[src/design/blm_pkg.sv]
// shared constants, widths and types of the block loudness meter
package blm_pkg;

  localparam int unsigned BLOCK_MAX = 128;
  localparam int unsigned LED_COUNT = 10;

  localparam int unsigned SAMPLE_W = 32;
  localparam int unsigned LEVEL_W  = 16;
  localparam int unsigned BAR_W    = 10;

  // level = abs_sum / (count * 2^FRAC_SHIFT)
  localparam int unsigned FRAC_SHIFT = 15;

  localparam int unsigned CNT_W = $clog2(BLOCK_MAX + 1);
  localparam int unsigned SUM_W = SAMPLE_W + $clog2(BLOCK_MAX);
  localparam int unsigned DVD_W = SUM_W - FRAC_SHIFT;

  // led_count^2 * level < 2^(LEVEL_W + 2*LED_K)
  localparam int unsigned LED_K  = $clog2(LED_COUNT + 1);
  localparam int unsigned X_W    = LEVEL_W + 2 * LED_K;
  localparam int unsigned ROOT_W = X_W / 2;
  localparam int unsigned LED_SQ = LED_COUNT * LED_COUNT;

  localparam int unsigned STEP_N = (DVD_W > ROOT_W) ? DVD_W : ROOT_W;
  localparam int unsigned STEP_W = $clog2(STEP_N);

  localparam logic [LEVEL_W-1:0] TRIG_RESET = LEVEL_W'(32768);

  typedef struct packed {
    logic [SUM_W-1:0] sum;
    logic [CNT_W-1:0] cnt;
  } job_t;

  typedef struct packed {
    logic [LEVEL_W-1:0] level;
    logic [BAR_W-1:0]   led_bar;
    logic               loud;
  } result_t;

  typedef enum logic [4:0] {
    ST_IDLE = 5'b00001,
    ST_DIV  = 5'b00010,
    ST_MUL  = 5'b00100,
    ST_SQRT = 5'b01000,
    ST_OUT  = 5'b10000
  } back_state_e;

endpackage

[src/design/block_loudness_meter.sv]
// top level of the block loudness meter
// Samples are taken one per cycle (push while full is low). The front end adds
// each sample's absolute value into a running sum and counts samples; a block
// closes on a sample marked block_end or on the BLOCK_MAX-th sample. Each closed
// block enters a two-entry queue, and the back end turns it into one result:
// level = mean |sample| as a Q0.16 fraction of 2^31 (saturated to 65535), a
// thermometer led bar of floor(10*sqrt(level/2^16)) lit bits, and loud when level
// exceeds trigger_level. The back end works on one block at a time with a
// bit-serial divider and square root, so short blocks arriving faster than it
// finishes them fill the queue and raise full. Results wait in an output
// register until popped.
// trigger_level resets to 32768 and should be written while the block is idle.
module block_loudness_meter (
  input  logic                                clk_i,
  input  logic                                rst_ni,
  input  logic                                push,
  output logic                                full,
  input  logic signed [blm_pkg::SAMPLE_W-1:0] sample_i,
  input  logic                                block_end_i,
  output logic                                empty,
  input  logic                                pop,
  output logic [blm_pkg::LEVEL_W-1:0]         level_o,
  output logic [blm_pkg::BAR_W-1:0]           led_bar_o,
  output logic                                loud_o,
  input  logic                                cfg_we_i,
  input  logic [blm_pkg::LEVEL_W-1:0]         cfg_wdata_i
);

  logic [blm_pkg::LEVEL_W-1:0] trig_q;
  logic                        accept;
  logic                        job_wr;
  blm_pkg::job_t               job_in;
  logic                        job_full;
  logic                        job_empty;
  logic                        job_rd;
  blm_pkg::job_t               job_out;
  logic                        res_valid;
  blm_pkg::result_t            res;

  assign full   = job_full;
  assign accept = push && !job_full;

  always_ff @(posedge clk_i or negedge rst_ni) begin
    if (!rst_ni) begin
      trig_q <= blm_pkg::TRIG_RESET;
    end else if (cfg_we_i) begin
      trig_q <= cfg_wdata_i;
    end
  end

  blm_front u_front (
    .clk_i       (clk_i),
    .rst_ni      (rst_ni),
    .accept_i    (accept),
    .sample_i    (sample_i),
    .block_end_i (block_end_i),
    .job_valid_o (job_wr),
    .job_o       (job_in)
  );

  blm_job_fifo u_job_fifo (
    .clk_i   (clk_i),
    .rst_ni  (rst_ni),
    .wr_i    (job_wr),
    .wdata_i (job_in),
    .rd_i    (job_rd),
    .full_o  (job_full),
    .empty_o (job_empty),
    .rdata_o (job_out)
  );

  blm_back u_back (
    .clk_i       (clk_i),
    .rst_ni      (rst_ni),
    .job_empty_i (job_empty),
    .job_i       (job_out),
    .job_rd_o    (job_rd),
    .trig_i      (trig_q),
    .pop_i       (pop),
    .res_valid_o (res_valid),
    .res_o       (res)
  );

  assign empty     = !res_valid;
  assign level_o   = res.level;
  assign led_bar_o = res.led_bar;
  assign loud_o    = res.loud;

endmodule

[src/design/blm_front.sv]
// front end: absolute value accumulation and block closing
module blm_front (
  input  logic                          clk_i,
  input  logic                          rst_ni,
  input  logic                          accept_i,
  input  logic [blm_pkg::SAMPLE_W-1:0]  sample_i,
  input  logic                          block_end_i,
  output logic                          job_valid_o,
  output blm_pkg::job_t                 job_o
);

  logic [blm_pkg::SUM_W-1:0]    sum_q, sum_d;
  logic [blm_pkg::CNT_W-1:0]    cnt_q, cnt_d;
  logic [blm_pkg::SAMPLE_W-1:0] mag;
  logic [blm_pkg::SUM_W-1:0]    sum_next;
  logic [blm_pkg::CNT_W-1:0]    cnt_next;
  logic                         close;

  // two's complement negate; the most negative sample maps to 2^31 as unsigned
  assign mag      = sample_i[blm_pkg::SAMPLE_W-1] ? (~sample_i + 1'b1) : sample_i;
  assign sum_next = sum_q + blm_pkg::SUM_W'(mag);
  assign cnt_next = cnt_q + 1'b1;
  assign close    = block_end_i || (cnt_next == blm_pkg::CNT_W'(blm_pkg::BLOCK_MAX));

  always_comb begin
    sum_d = sum_q;
    cnt_d = cnt_q;
    if (accept_i) begin
      if (close) begin
        sum_d = '0;
        cnt_d = '0;
      end else begin
        sum_d = sum_next;
        cnt_d = cnt_next;
      end
    end
  end

  assign job_valid_o = accept_i && close;
  assign job_o.sum   = sum_next;
  assign job_o.cnt   = cnt_next;

  always_ff @(posedge clk_i or negedge rst_ni) begin
    if (!rst_ni) begin
      sum_q <= '0;
      cnt_q <= '0;
    end else begin
      sum_q <= sum_d;
      cnt_q <= cnt_d;
    end
  end

endmodule

[src/design/blm_job_fifo.sv]
// two-entry queue of closed blocks between front and back
module blm_job_fifo (
  input  logic          clk_i,
  input  logic          rst_ni,
  input  logic          wr_i,
  input  blm_pkg::job_t wdata_i,
  input  logic          rd_i,
  output logic          full_o,
  output logic          empty_o,
  output blm_pkg::job_t rdata_o
);

  blm_pkg::job_t mem_q [2];
  logic          wptr_q, wptr_d;
  logic          rptr_q, rptr_d;
  logic [1:0]    fill_q, fill_d;
  logic          do_wr, do_rd;

  assign full_o  = (fill_q == 2'd2);
  assign empty_o = (fill_q == 2'd0);
  assign do_wr   = wr_i && !full_o;
  assign do_rd   = rd_i && !empty_o;
  assign rdata_o = mem_q[rptr_q];

  always_comb begin
    wptr_d = wptr_q;
    rptr_d = rptr_q;
    fill_d = fill_q;
    if (do_wr) begin
      wptr_d = ~wptr_q;
    end
    if (do_rd) begin
      rptr_d = ~rptr_q;
    end
    if (do_wr && !do_rd) begin
      fill_d = fill_q + 2'd1;
    end else if (do_rd && !do_wr) begin
      fill_d = fill_q - 2'd1;
    end
  end

  always_ff @(posedge clk_i or negedge rst_ni) begin
    if (!rst_ni) begin
      wptr_q <= 1'b0;
      rptr_q <= 1'b0;
      fill_q <= 2'd0;
    end else begin
      wptr_q <= wptr_d;
      rptr_q <= rptr_d;
      fill_q <= fill_d;
    end
  end

  always_ff @(posedge clk_i) begin
    if (do_wr) begin
      mem_q[wptr_q] <= wdata_i;
    end
  end

endmodule

[src/design/blm_back.sv]
// back end: serial divide, square root, led bar and result register
module blm_back (
  input  logic                          clk_i,
  input  logic                          rst_ni,
  input  logic                          job_empty_i,
  input  blm_pkg::job_t                 job_i,
  output logic                          job_rd_o,
  input  logic [blm_pkg::LEVEL_W-1:0]   trig_i,
  input  logic                          pop_i,
  output logic                          res_valid_o,
  output blm_pkg::result_t              res_o
);

  localparam int unsigned RW = blm_pkg::ROOT_W;
  localparam int unsigned CW = blm_pkg::CNT_W;
  localparam int unsigned DW = blm_pkg::DVD_W;
  localparam int unsigned XW = blm_pkg::X_W;
  localparam int unsigned KW = blm_pkg::LED_K;
  localparam int unsigned LW = blm_pkg::LEVEL_W;

  blm_pkg::back_state_e        state_q, state_d;
  logic [blm_pkg::STEP_W-1:0]  step_q, step_d;
  logic                        res_valid_q, res_valid_d;
  blm_pkg::result_t            res_q, res_d;

  logic [DW-1:0]   dq_q, dq_d;
  logic [CW-1:0]   div_q, div_d;
  logic [CW-1:0]   drem_q, drem_d;
  logic [LW-1:0]   level_q, level_d;
  logic [XW-1:0]   x_q, x_d;
  logic [RW-1:0]   root_q, root_d;
  logic [RW+1:0]   srem_q, srem_d;

  logic [CW:0]     t_div;
  logic            div_ge;
  logic [DW-1:0]   dq_step;
  logic [RW+3:0]   t_sq;
  logic [RW+3:0]   trial;
  logic            sq_ge;
  logic [KW-1:0]   n_raw, n_led;
  logic            load;

  // restoring divide, one quotient bit per cycle
  assign t_div   = {drem_q, dq_q[DW-1]};
  assign div_ge  = (t_div >= {1'b0, div_q});
  assign dq_step = {dq_q[DW-2:0], div_ge};

  // digit-by-digit square root, one root bit per cycle
  assign t_sq  = {srem_q, x_q[XW-1:XW-2]};
  assign trial = {2'b00, root_q, 2'b01};
  assign sq_ge = (t_sq >= trial);

  assign n_raw = root_q[RW-1:8];
  assign n_led = (n_raw > KW'(blm_pkg::LED_COUNT)) ? KW'(blm_pkg::LED_COUNT) : n_raw;

  assign load = (state_q == blm_pkg::ST_OUT) && (!res_valid_q || pop_i);

  always_comb begin
    state_d  = state_q;
    step_d   = step_q;
    dq_d     = dq_q;
    div_d    = div_q;
    drem_d   = drem_q;
    level_d  = level_q;
    x_d      = x_q;
    root_d   = root_q;
    srem_d   = srem_q;
    job_rd_o = 1'b0;
    res_d    = res_q;

    case (state_q)
      blm_pkg::ST_IDLE: begin
        if (!job_empty_i) begin
          job_rd_o = 1'b1;
          dq_d     = job_i.sum[blm_pkg::SUM_W-1:blm_pkg::FRAC_SHIFT];
          div_d    = job_i.cnt;
          drem_d   = '0;
          step_d   = blm_pkg::STEP_W'(DW - 1);
          state_d  = blm_pkg::ST_DIV;
        end
      end
      blm_pkg::ST_DIV: begin
        dq_d   = dq_step;
        drem_d = div_ge ? CW'(t_div - {1'b0, div_q}) : t_div[CW-1:0];
        step_d = step_q - 1'b1;
        if (step_q == '0) begin
          // saturate the quotient to the level range
          level_d = (|dq_step[DW-1:LW]) ? {LW{1'b1}} : dq_step[LW-1:0];
          state_d = blm_pkg::ST_MUL;
        end
      end
      blm_pkg::ST_MUL: begin
        x_d     = XW'(blm_pkg::LED_SQ) * XW'(level_q);
        root_d  = '0;
        srem_d  = '0;
        step_d  = blm_pkg::STEP_W'(RW - 1);
        state_d = blm_pkg::ST_SQRT;
      end
      blm_pkg::ST_SQRT: begin
        srem_d = sq_ge ? (RW + 2)'(t_sq - trial) : t_sq[RW+1:0];
        root_d = {root_q[RW-2:0], sq_ge};
        x_d    = x_q << 2;
        step_d = step_q - 1'b1;
        if (step_q == '0) begin
          state_d = blm_pkg::ST_OUT;
        end
      end
      blm_pkg::ST_OUT: begin
        if (load) begin
          res_d.level   = level_q;
          res_d.led_bar = ~({blm_pkg::BAR_W{1'b1}} << n_led);
          res_d.loud    = (level_q > trig_i);
          state_d       = blm_pkg::ST_IDLE;
        end
      end
      default: begin
        state_d = blm_pkg::ST_IDLE;
      end
    endcase
  end

  always_comb begin
    res_valid_d = res_valid_q;
    if (load) begin
      res_valid_d = 1'b1;
    end else if (pop_i) begin
      res_valid_d = 1'b0;
    end
  end

  assign res_valid_o = res_valid_q;
  assign res_o       = res_q;

  always_ff @(posedge clk_i or negedge rst_ni) begin
    if (!rst_ni) begin
      state_q     <= blm_pkg::ST_IDLE;
      step_q      <= '0;
      res_valid_q <= 1'b0;
    end else begin
      state_q     <= state_d;
      step_q      <= step_d;
      res_valid_q <= res_valid_d;
    end
  end

  always_ff @(posedge clk_i) begin
    dq_q    <= dq_d;
    div_q   <= div_d;
    drem_q  <= drem_d;
    level_q <= level_d;
    x_q     <= x_d;
    root_q  <= root_d;
    srem_q  <= srem_d;
    res_q   <= res_d;
  end

endmodule
[config.mk]
export PLATFORM = sky130hd
export DESIGN_NAME = block_loudness_meter
export DESIGN_NICKNAME = d
export VERILOG_FILES = /design/src/design/blm_pkg.sv /design/src/design/block_loudness_meter.sv /design/src/design/blm_front.sv /design/src/design/blm_job_fifo.sv /design/src/design/blm_back.sv
export SDC_FILE = /design/constraint.sdc
export NUM_CORES = 1
export LEC_CHECK = 0
export ABC_AREA = 1
export BUFFER_PORTS_ARGS = -buffer_cell sky130_fd_sc_hd__buf_2
export CORE_MARGIN = 5
export CORE_UTILIZATION = 55
export DETAILED_ROUTE_END_ITERATION = 16
export GPL_TIMING_DRIVEN = 0
export HOLD_SLACK_MARGIN = 0.03
export PLACE_DENSITY_LB_ADDON = 0.12
export RECOVER_POWER = 50
export SYNTH_ARGS = -nofsm -noshare
export SYNTH_HDL_FRONTEND = slang
export SYNTH_SLANG_ARGS = --single-unit
[constraint.sdc]
create_clock -name clk_i -period 3.8 [get_ports clk_i]
set_input_delay 0.38 -clock clk_i [delete_from_list [all_inputs] [get_ports clk_i]]
set_output_delay 0.38 -clock clk_i [all_outputs]
set_load 0.01 [all_outputs]
Word level (Yosys, flattened, before mapping)
Memory sizes are Yosys's and may differ from the RTL's.
Cells that the tools add are included.
{"block": "word_totals", "reg_bits": 211, "latch_bits": 0, "mem_bits_rw": 94, "rom_bits": 0, "input_bits": 54, "output_inout_bits": 29, "memories": 1}
{"block": "classes", "addsub": 8, "mul": 1, "n_div": 0, "order_cmp": 4, "n_eq_ne": 11, "n_shift": 1, "n_mux": 28, "n_bitwise": 5, "n_reduce_logical": 29}
{"memory": "u_job_fifo.mem_q", "depth": 2, "width": 47, "rd": 1, "rd_clocked_by_memory_dff": 0, "wr": 1, "line_no": "blm_job_fifo.sv:13", "text": "blm_pkg::job_t mem_q [2];"}
{"cell": "$pmux 24 s2", "n": 2}
{"cell": "$add 39x32->39", "n": 1}
{"cell": "$mux 39", "n": 1}
{"cell": "$add 32x1->32 const B", "n": 1}
{"cell": "$mux 32", "n": 1}
{"cell": "$not 32->32", "n": 1}
{"cell": "$pmux 14 s2", "n": 1}
{"cell": "$mux 5", "n": 5}
{"cell": "$pmux 5 s5", "n": 1}
{"cell": "$mux 24", "n": 1}
{"cell": "$mux 8", "n": 3}
{"cell": "$pmux 12 s2", "n": 1}
{"cell": "$mul 5x16->21 const A", "n": 1}
{"cell": "$ge 16x14->1", "n": 1}
{"cell": "$gt 16x16->1", "n": 1}
{"cell": "$pmux 8 s2", "n": 1}
{"cell": "$pmux 5 s3", "n": 1}
{"cell": "$mux 14", "n": 1}
{"cell": "$sub 14x14->14", "n": 1}
{"cell": "$not 10->10", "n": 1}
{"cell": "$reduce_and 2->1", "n": 5}
{"cell": "$shl 10x4->10 const A", "n": 1}
{"cell": "$ge 9x8->1", "n": 1}
{"cell": "$add 8x1->8 const B", "n": 1}
{"cell": "other kinds (28)", "n": 52}

Logic depth before layout (Yosys ltp)
{"block": "depth", "depth_word": 9, "ltp_mapped": 25}

Cells and area by module
Synthesis repeated with hierarchy kept, for this count alone.
{"block": "hier_totals", "cells_unflattened": 2395, "hier_area_um2": 19228.4}
{"mod": "blm_back", "instances": 1, "cells_per_inst": 1058, "area_each_um2": 9245.1, "seq_area_each_um2": 4210.3}
{"mod": "blm_front", "instances": 1, "cells_per_inst": 989, "area_each_um2": 5685.5, "seq_area_each_um2": 1176.1}
{"mod": "blm_job_fifo", "instances": 1, "cells_per_inst": 277, "area_each_um2": 3641.0, "seq_area_each_um2": 2922.8}
{"mod": "block_loudness_meter", "instances": 1, "cells_per_inst": 71, "area_each_um2": 656.9, "seq_area_each_um2": 401.6}

Worst setup path before layout
Ideal clock, no wire load.
{"block": "synth_timing", "kind": "register to register", "from": "reg u_front.cnt_q[0] in the netlist's numbering", "to": "mem u_job_fifo.mem_q[1][0] in the netlist's numbering, enable pin", "setup_time_ps": 422, "t_arrival_ps": 2692, "setup_slack_ps": 685, "stages_incl_launch_ff": 13, "path_buffers": 0, "synth_period_minus_slack_ps": 3115, "cell_sequence": "dfrtp_1 -> ha_1 -> nand2_1 -> inv_2 -> nand2_1 -> nand2_1 -> nand2_2 -> nand3_1 -> nor2_2 -> nand2_2 -> nand2_1 -> nand2_1 -> nor2_1"}
{"block": "synth_via", "elab_chain_len": 7}
{"element": "start, declared", "line_no": "blm_front.sv:13", "text": "logic [blm_pkg::CNT_W-1:0] cnt_q, cnt_d;"}
{"element": "start signal, assigned", "line_no": "blm_front.sv:49", "text": "cnt_q <= cnt_d;"}
{"element": "$add 8x1->8", "line_no": "blm_front.sv:22", "text": "assign cnt_next = cnt_q + 1'b1;"}
{"element": "$eq 8x8->1", "line_no": "blm_front.sv:23", "text": "assign close = block_end_i || (cnt_next == blm_pkg::CNT_W'(blm_pkg::BLOCK_MAX));"}
{"element": "$logic_or 1x1->1", "line_no": "blm_front.sv:23"}
{"element": "$logic_and 1x1->1", "line_no": "blm_front.sv:39", "text": "assign job_valid_o = accept_i && close;"}
{"element": "$logic_and 1x1->1", "line_no": "blm_job_fifo.sv:21", "text": "assign do_wr = wr_i && !full_o;"}
{"element": "$mux 1", "line_no": "blm_job_fifo.sv:55", "text": "if (do_wr) begin"}
{"element": "$mux 1 (implied by the code)", "line_no": "blm_job_fifo.sv:56", "text": "mem_q[wptr_q] <= wdata_i;"}
{"element": "end, declared", "line_no": "blm_job_fifo.sv:13"}
Every way passes these cells.

Final worst setup path
{"block": "layout_timing", "from": "reg u_back.level_q[8]", "to": "reg u_back.x_q[17] (data pin)"}
{"block": "layout_via", "elab_chain_len": 2}
{"element": "start, declared", "line_no": "blm_back.sv:29", "text": "logic [LW-1:0] level_q, level_d;"}
{"element": "start signal, assigned", "line_no": "blm_back.sv:150", "text": "level_q <= level_d;"}
{"element": "$mul 5x16->21", "line_no": "blm_back.sv:93", "text": "x_d = XW'(blm_pkg::LED_SQ) * XW'(level_q);"}
{"element": "$pmux 24 s2", "line_no": "blm_back.sv:71", "text": "case (state_q)"}
{"element": "net u_back.x_d[17]", "line_no": "blm_back.sv:30", "text": "logic [XW-1:0] x_q, x_d;"}
{"element": "end signal, assigned", "line_no": "blm_back.sv:151", "text": "x_q <= x_d;"}
{"element": "end, declared", "line_no": "blm_back.sv:30"}
The timed path passes the listed nets, and every way through them passes these cells. The select of a mux whose other input is x is not followed.
A chain may end at the register's enable or synchronous reset.

==> impl_metrics.yaml <==
run_status:
  outcome: "finished, violations left"
  violations: "max-capacitance violations, max-slew violations"
finish:
  antenna_cells: 0
  fin_nets: 2429
  layout.cells.non_filler: 2661
  seq_area_mm2: 0.007810
  multi_input_comb_area_mm2: 0.008093
  syn2layout_area_growth_pct: 12.01
  fillers: 2755
  drive_above_1_share: 0.06906
  fin_util: 0.6199
  final_area_mm2: 0.01941
synthesis:
  synth_largest_area_cell: "edfxtp_1"
  synthTopCellsByArea: "edfxtp_1 (34%), nand2_1 (14%), dfrtp_1 (11%), ha_1 (9.2%), inv_1 (6.6%)"
  synth_area_mm2: 0.01733
  ys_ff_latch: 273
  synth_ff_type: "edfxtp_1"
  synth.top_cell.area_share: 0.3379
  avgSynthCellArea_um2: 8.241
  synthArstFlopShare: 0.2857
  synth_edf_count: 195
  ys_warn_count: 0
  synth_nets: 2298
  yosysSeqAreaShare: 0.4507
  ys_types: 56
  syn-instance-count: 2103
clock_tree:
  cts_tree: "built"
  clk_pin_slew_ns: 0.06
  root_buffer: "clkbuf_16"
  clk_latency_ns: 0.57
  clkSinkCount: 273
  cts_buffers: 31
  h-tree-depth: 1
  cts_buffer_depth: 3
  post_cts_resized: 0
pwr:
  vdd_drop_max_uv: 399.4
  leakage_nw: 9.201
  powerDensity_mw_per_mm2: 642.9
  total_power_mw: 12.48
sta:
  rsz0062_at_grt: "no"
  worst_pin_slew_ns: 1.960
  fin_crit_ns: 3.435
  clock_skew_ns: 0.01348
  relSlewSlack: -0.3064
  final-setup-viol-count: 0
  period_share: 0.9039
  fmax_mhz: 291.1
  fin_ws_ns: 0.3651
  finalHoldViolCount: 0
  report.final.slew_viol_count: 36
global_routing:
  grt_pass1_vias: 13608
  grt_max_degree: 45
  gr-usage-all-layers: 0.2270
  overflow: 0
  grt_antenna_before_repair: 0
  grt_pass1_wl_mm: 66.08
routing:
  viasPerCell: 5.210
  drtIter0Drc: 711
  dr_wl_met3_mm: 1.720
  ant_nets: 0
  top_layer: "met4"
  drtPass1Iterations: 6
  wl_met2_mm: 19.37
  drt_wl_total_mm: 40.34
  vias: 13863
  wire_per_inst_um: 15.16
  drcViolationCount: 0
  wl_met1_mm: 17.81
floorplanning:
  die_h_um: 187.5
  die_width_um: 187.5
  rows: 65
  design.core.area_mm2: 0.03131
  die_area_mm2: 0.03516
  initial_utilization: 0.5535
  io_pins: 83
setup_path:
  critPathMaxStageDelay_ns: 0.50
  critPathTopFamily: "adder cells"
  end_kind: "flop"
  crit_required_ns: 4.12
  crit_type: "reg -> reg"
  worst-path-max-fanout: 6
  cp_slowest_cell: "edfxtp_1"
  startpoint_type: "flop"
  crit_chain: "ha_1, ha_1, inv_1, fa_1, inv_1, ha_1, a21oi_1, o21ai_0, inv_1, nand3_1, nand2_1, nand2_1, or2_2, nand3_1, nand2_1"
  critPathBufInv: 3
  worstPathArrival_ns: 3.75
placed_design:
  io_buffers: 81
  hpwl_mm: 31.52
  gp_congestion: 0.9392
  dp_slack_ns: -0.1368
  post_dp_cell_area_mm2: 0.01836
  dp.cells: 2590
job:
  drv_cap: 1
min_path:
  min-delay-path-class: "in -> reg"
-- worst paths after layout --
| check | startpoint | endpoint | slack, ns | depth (start not counted) |
|---|---|---|---|---|
| setup / recovery | u_back.level_q[8]$_SDFFCE_PP1P_ | u_back.x_q[17]$_DFFE_PN_ | 0.37 | 15 |
| hold / removal | cfg_wdata_i[9] | trig_q[9]$_DFFE_PN0P_ | 0.04 | 3 |
| setup reg to reg | u_back.level_q[8]$_SDFFCE_PP1P_ | u_back.x_q[17]$_DFFE_PN_ | 0.37 | 15 |
| hold reg to reg | u_front.sum_q[23]$_DFFE_PN0P_ | u_front.sum_q[23]$_DFFE_PN0P_ | 0.48 | 2 |
| max in group asynchronous | rst_ni | u_back.res_valid_o$_DFFE_PN0P_ | 0.80 | 3 |
| min in group asynchronous | rst_ni | u_front.sum_q[10]$_DFFE_PN0P_ | 0.89 | 2 |
-- per-layer routing --
metal,GRT usage,vias to the layer above
met4,0.07510,0
met2,0.4042,305
met3,0.02587,79
met1,0.2902,6378
met5,0,-
li1,-,7101
-- cell usage in the layout, fill, tap and decap left out, types with 4 or more instances in the layout --
cell           Yosys  routed
xnor2_1           37      37
nor3_1            18      18
o22ai_1            4       4
a21oi_1           91      91
dlygate4sd3_1      0      13
o21bai_1           4       4
xor2_1            32      32
clkbuf_8           0       4
o21ai_0           73      76
clkbuf_16          0      31
and2_1            16      15
bufinv_16          0       4
dfrtp_1           76      76
nand2_1          642     645
nor2_2             5       4
nor2_1           178     178
nand4_1           23      24
fa_1              13      13
inv_2              9       5
ha_1             128     128
edfxtp_1         195     195
a31oi_1           33      33
nand3b_1          13      13
o21ai_1           18      16
nand3_2           13      11
inv_1            307     310
nand2_2            9       6
buf_2              4      53
clkbuf_1          25      68
o31ai_1            4       4
or2_2              8       8
nand3_1           77      80
nor4_1             5       5
o21a_1             4       4
-- flip-flops by register name, summed over array words and instances, names as in the netlist, 2 cells and up --
register,count
u_job_fifo.fill_q,2
u_back.step_q,5
u_back.x_q,22
u_back.dq_q,24
u_back.level_q,16
u_back.res_o,27
u_back.srem_q,14
u_job_fifo.mem_q,64
u_back.div_q,8
u_front.sum_q,39
u_back.drem_q,8
u_front.cnt_q,8
u_back.state_q,5
trig_q,16
u_back.root_q,12
-- metrics by stage --
stage / setup TNS [ns] / hold WS [ns]
after floorplan: 0 / 0.08441
after global placement: -19.62 / 0.4669
after detailed placement: -0.6549 / 0.3849
after CTS: 0 / 0.03182
after global routing: 0 / 0.03633
final: 0 / 0.03937
-- layout make-up --
class | instances | share of cell area
Timing Repair Buffer | 98 | 0.02817
Sequential cell | 273 | 0.4023
Multi-Input combinational cell | 1473 | 0.4169
Buffer | 39 | 0.009862
Clock inverter | 15 | 0.01070
Tap cell | 402 | 0.02591
Inverter | 318 | 0.06175
Clock buffer | 43 | 0.04435
-- worst reg2reg max path, cell delays in order, from the launching register on --
cell,delay (ns)
edfxtp_1,0.50
ha_1,0.34
ha_1,0.28
inv_1,0.05
fa_1,0.49
inv_1,0.04
ha_1,0.37
a21oi_1,0.20
o21ai_0,0.17
inv_1,0.09
nand3_1,0.10
nand2_1,0.07
nand2_1,0.06
or2_2,0.27
nand3_1,0.08
nand2_1,0.07
-- Yosys cell counts, types with 16 or more instances --
master    number
nand2_1      642
inv_1        307
edfxtp_1     195
nor2_1       178
ha_1         128
a21oi_1       91
nand3_1       77
dfrtp_1       76
o21ai_0       73
xnor2_1       37
a31oi_1       33
xor2_1        32
clkbuf_1      25
nand4_1       23
nor3_1        18
o21ai_1       18
and2_1        16
-- timing repair --
action / CTS / global route
setup buffers: 0 / 0
hold buffers: 13 / 0
hold endpoints to repair: 45 / 0
-- cells by family after synthesis --
group           synth area share
compound gates           0.07588
xor+xnor                 0.03487
fa+ha+maj                 0.1074
buf+inv                  0.08036
flops                     0.4507
mux                    0.0006497
simple gates              0.2502
-- power by group --
group | switching (mW) | internal [mW] | leakage (nW) | total, mW
clock | 1.24 | 1.86 | 0.513 | 3.10
sequential | 0.340 | 4.25 | 2.71 | 4.59
combinational | 3.22 | 1.57 | 5.98 | 4.79
total | 4.80 | 7.68 | 9.20 | 12.5
No activity file was read; power rests on OpenSTA's default activity.
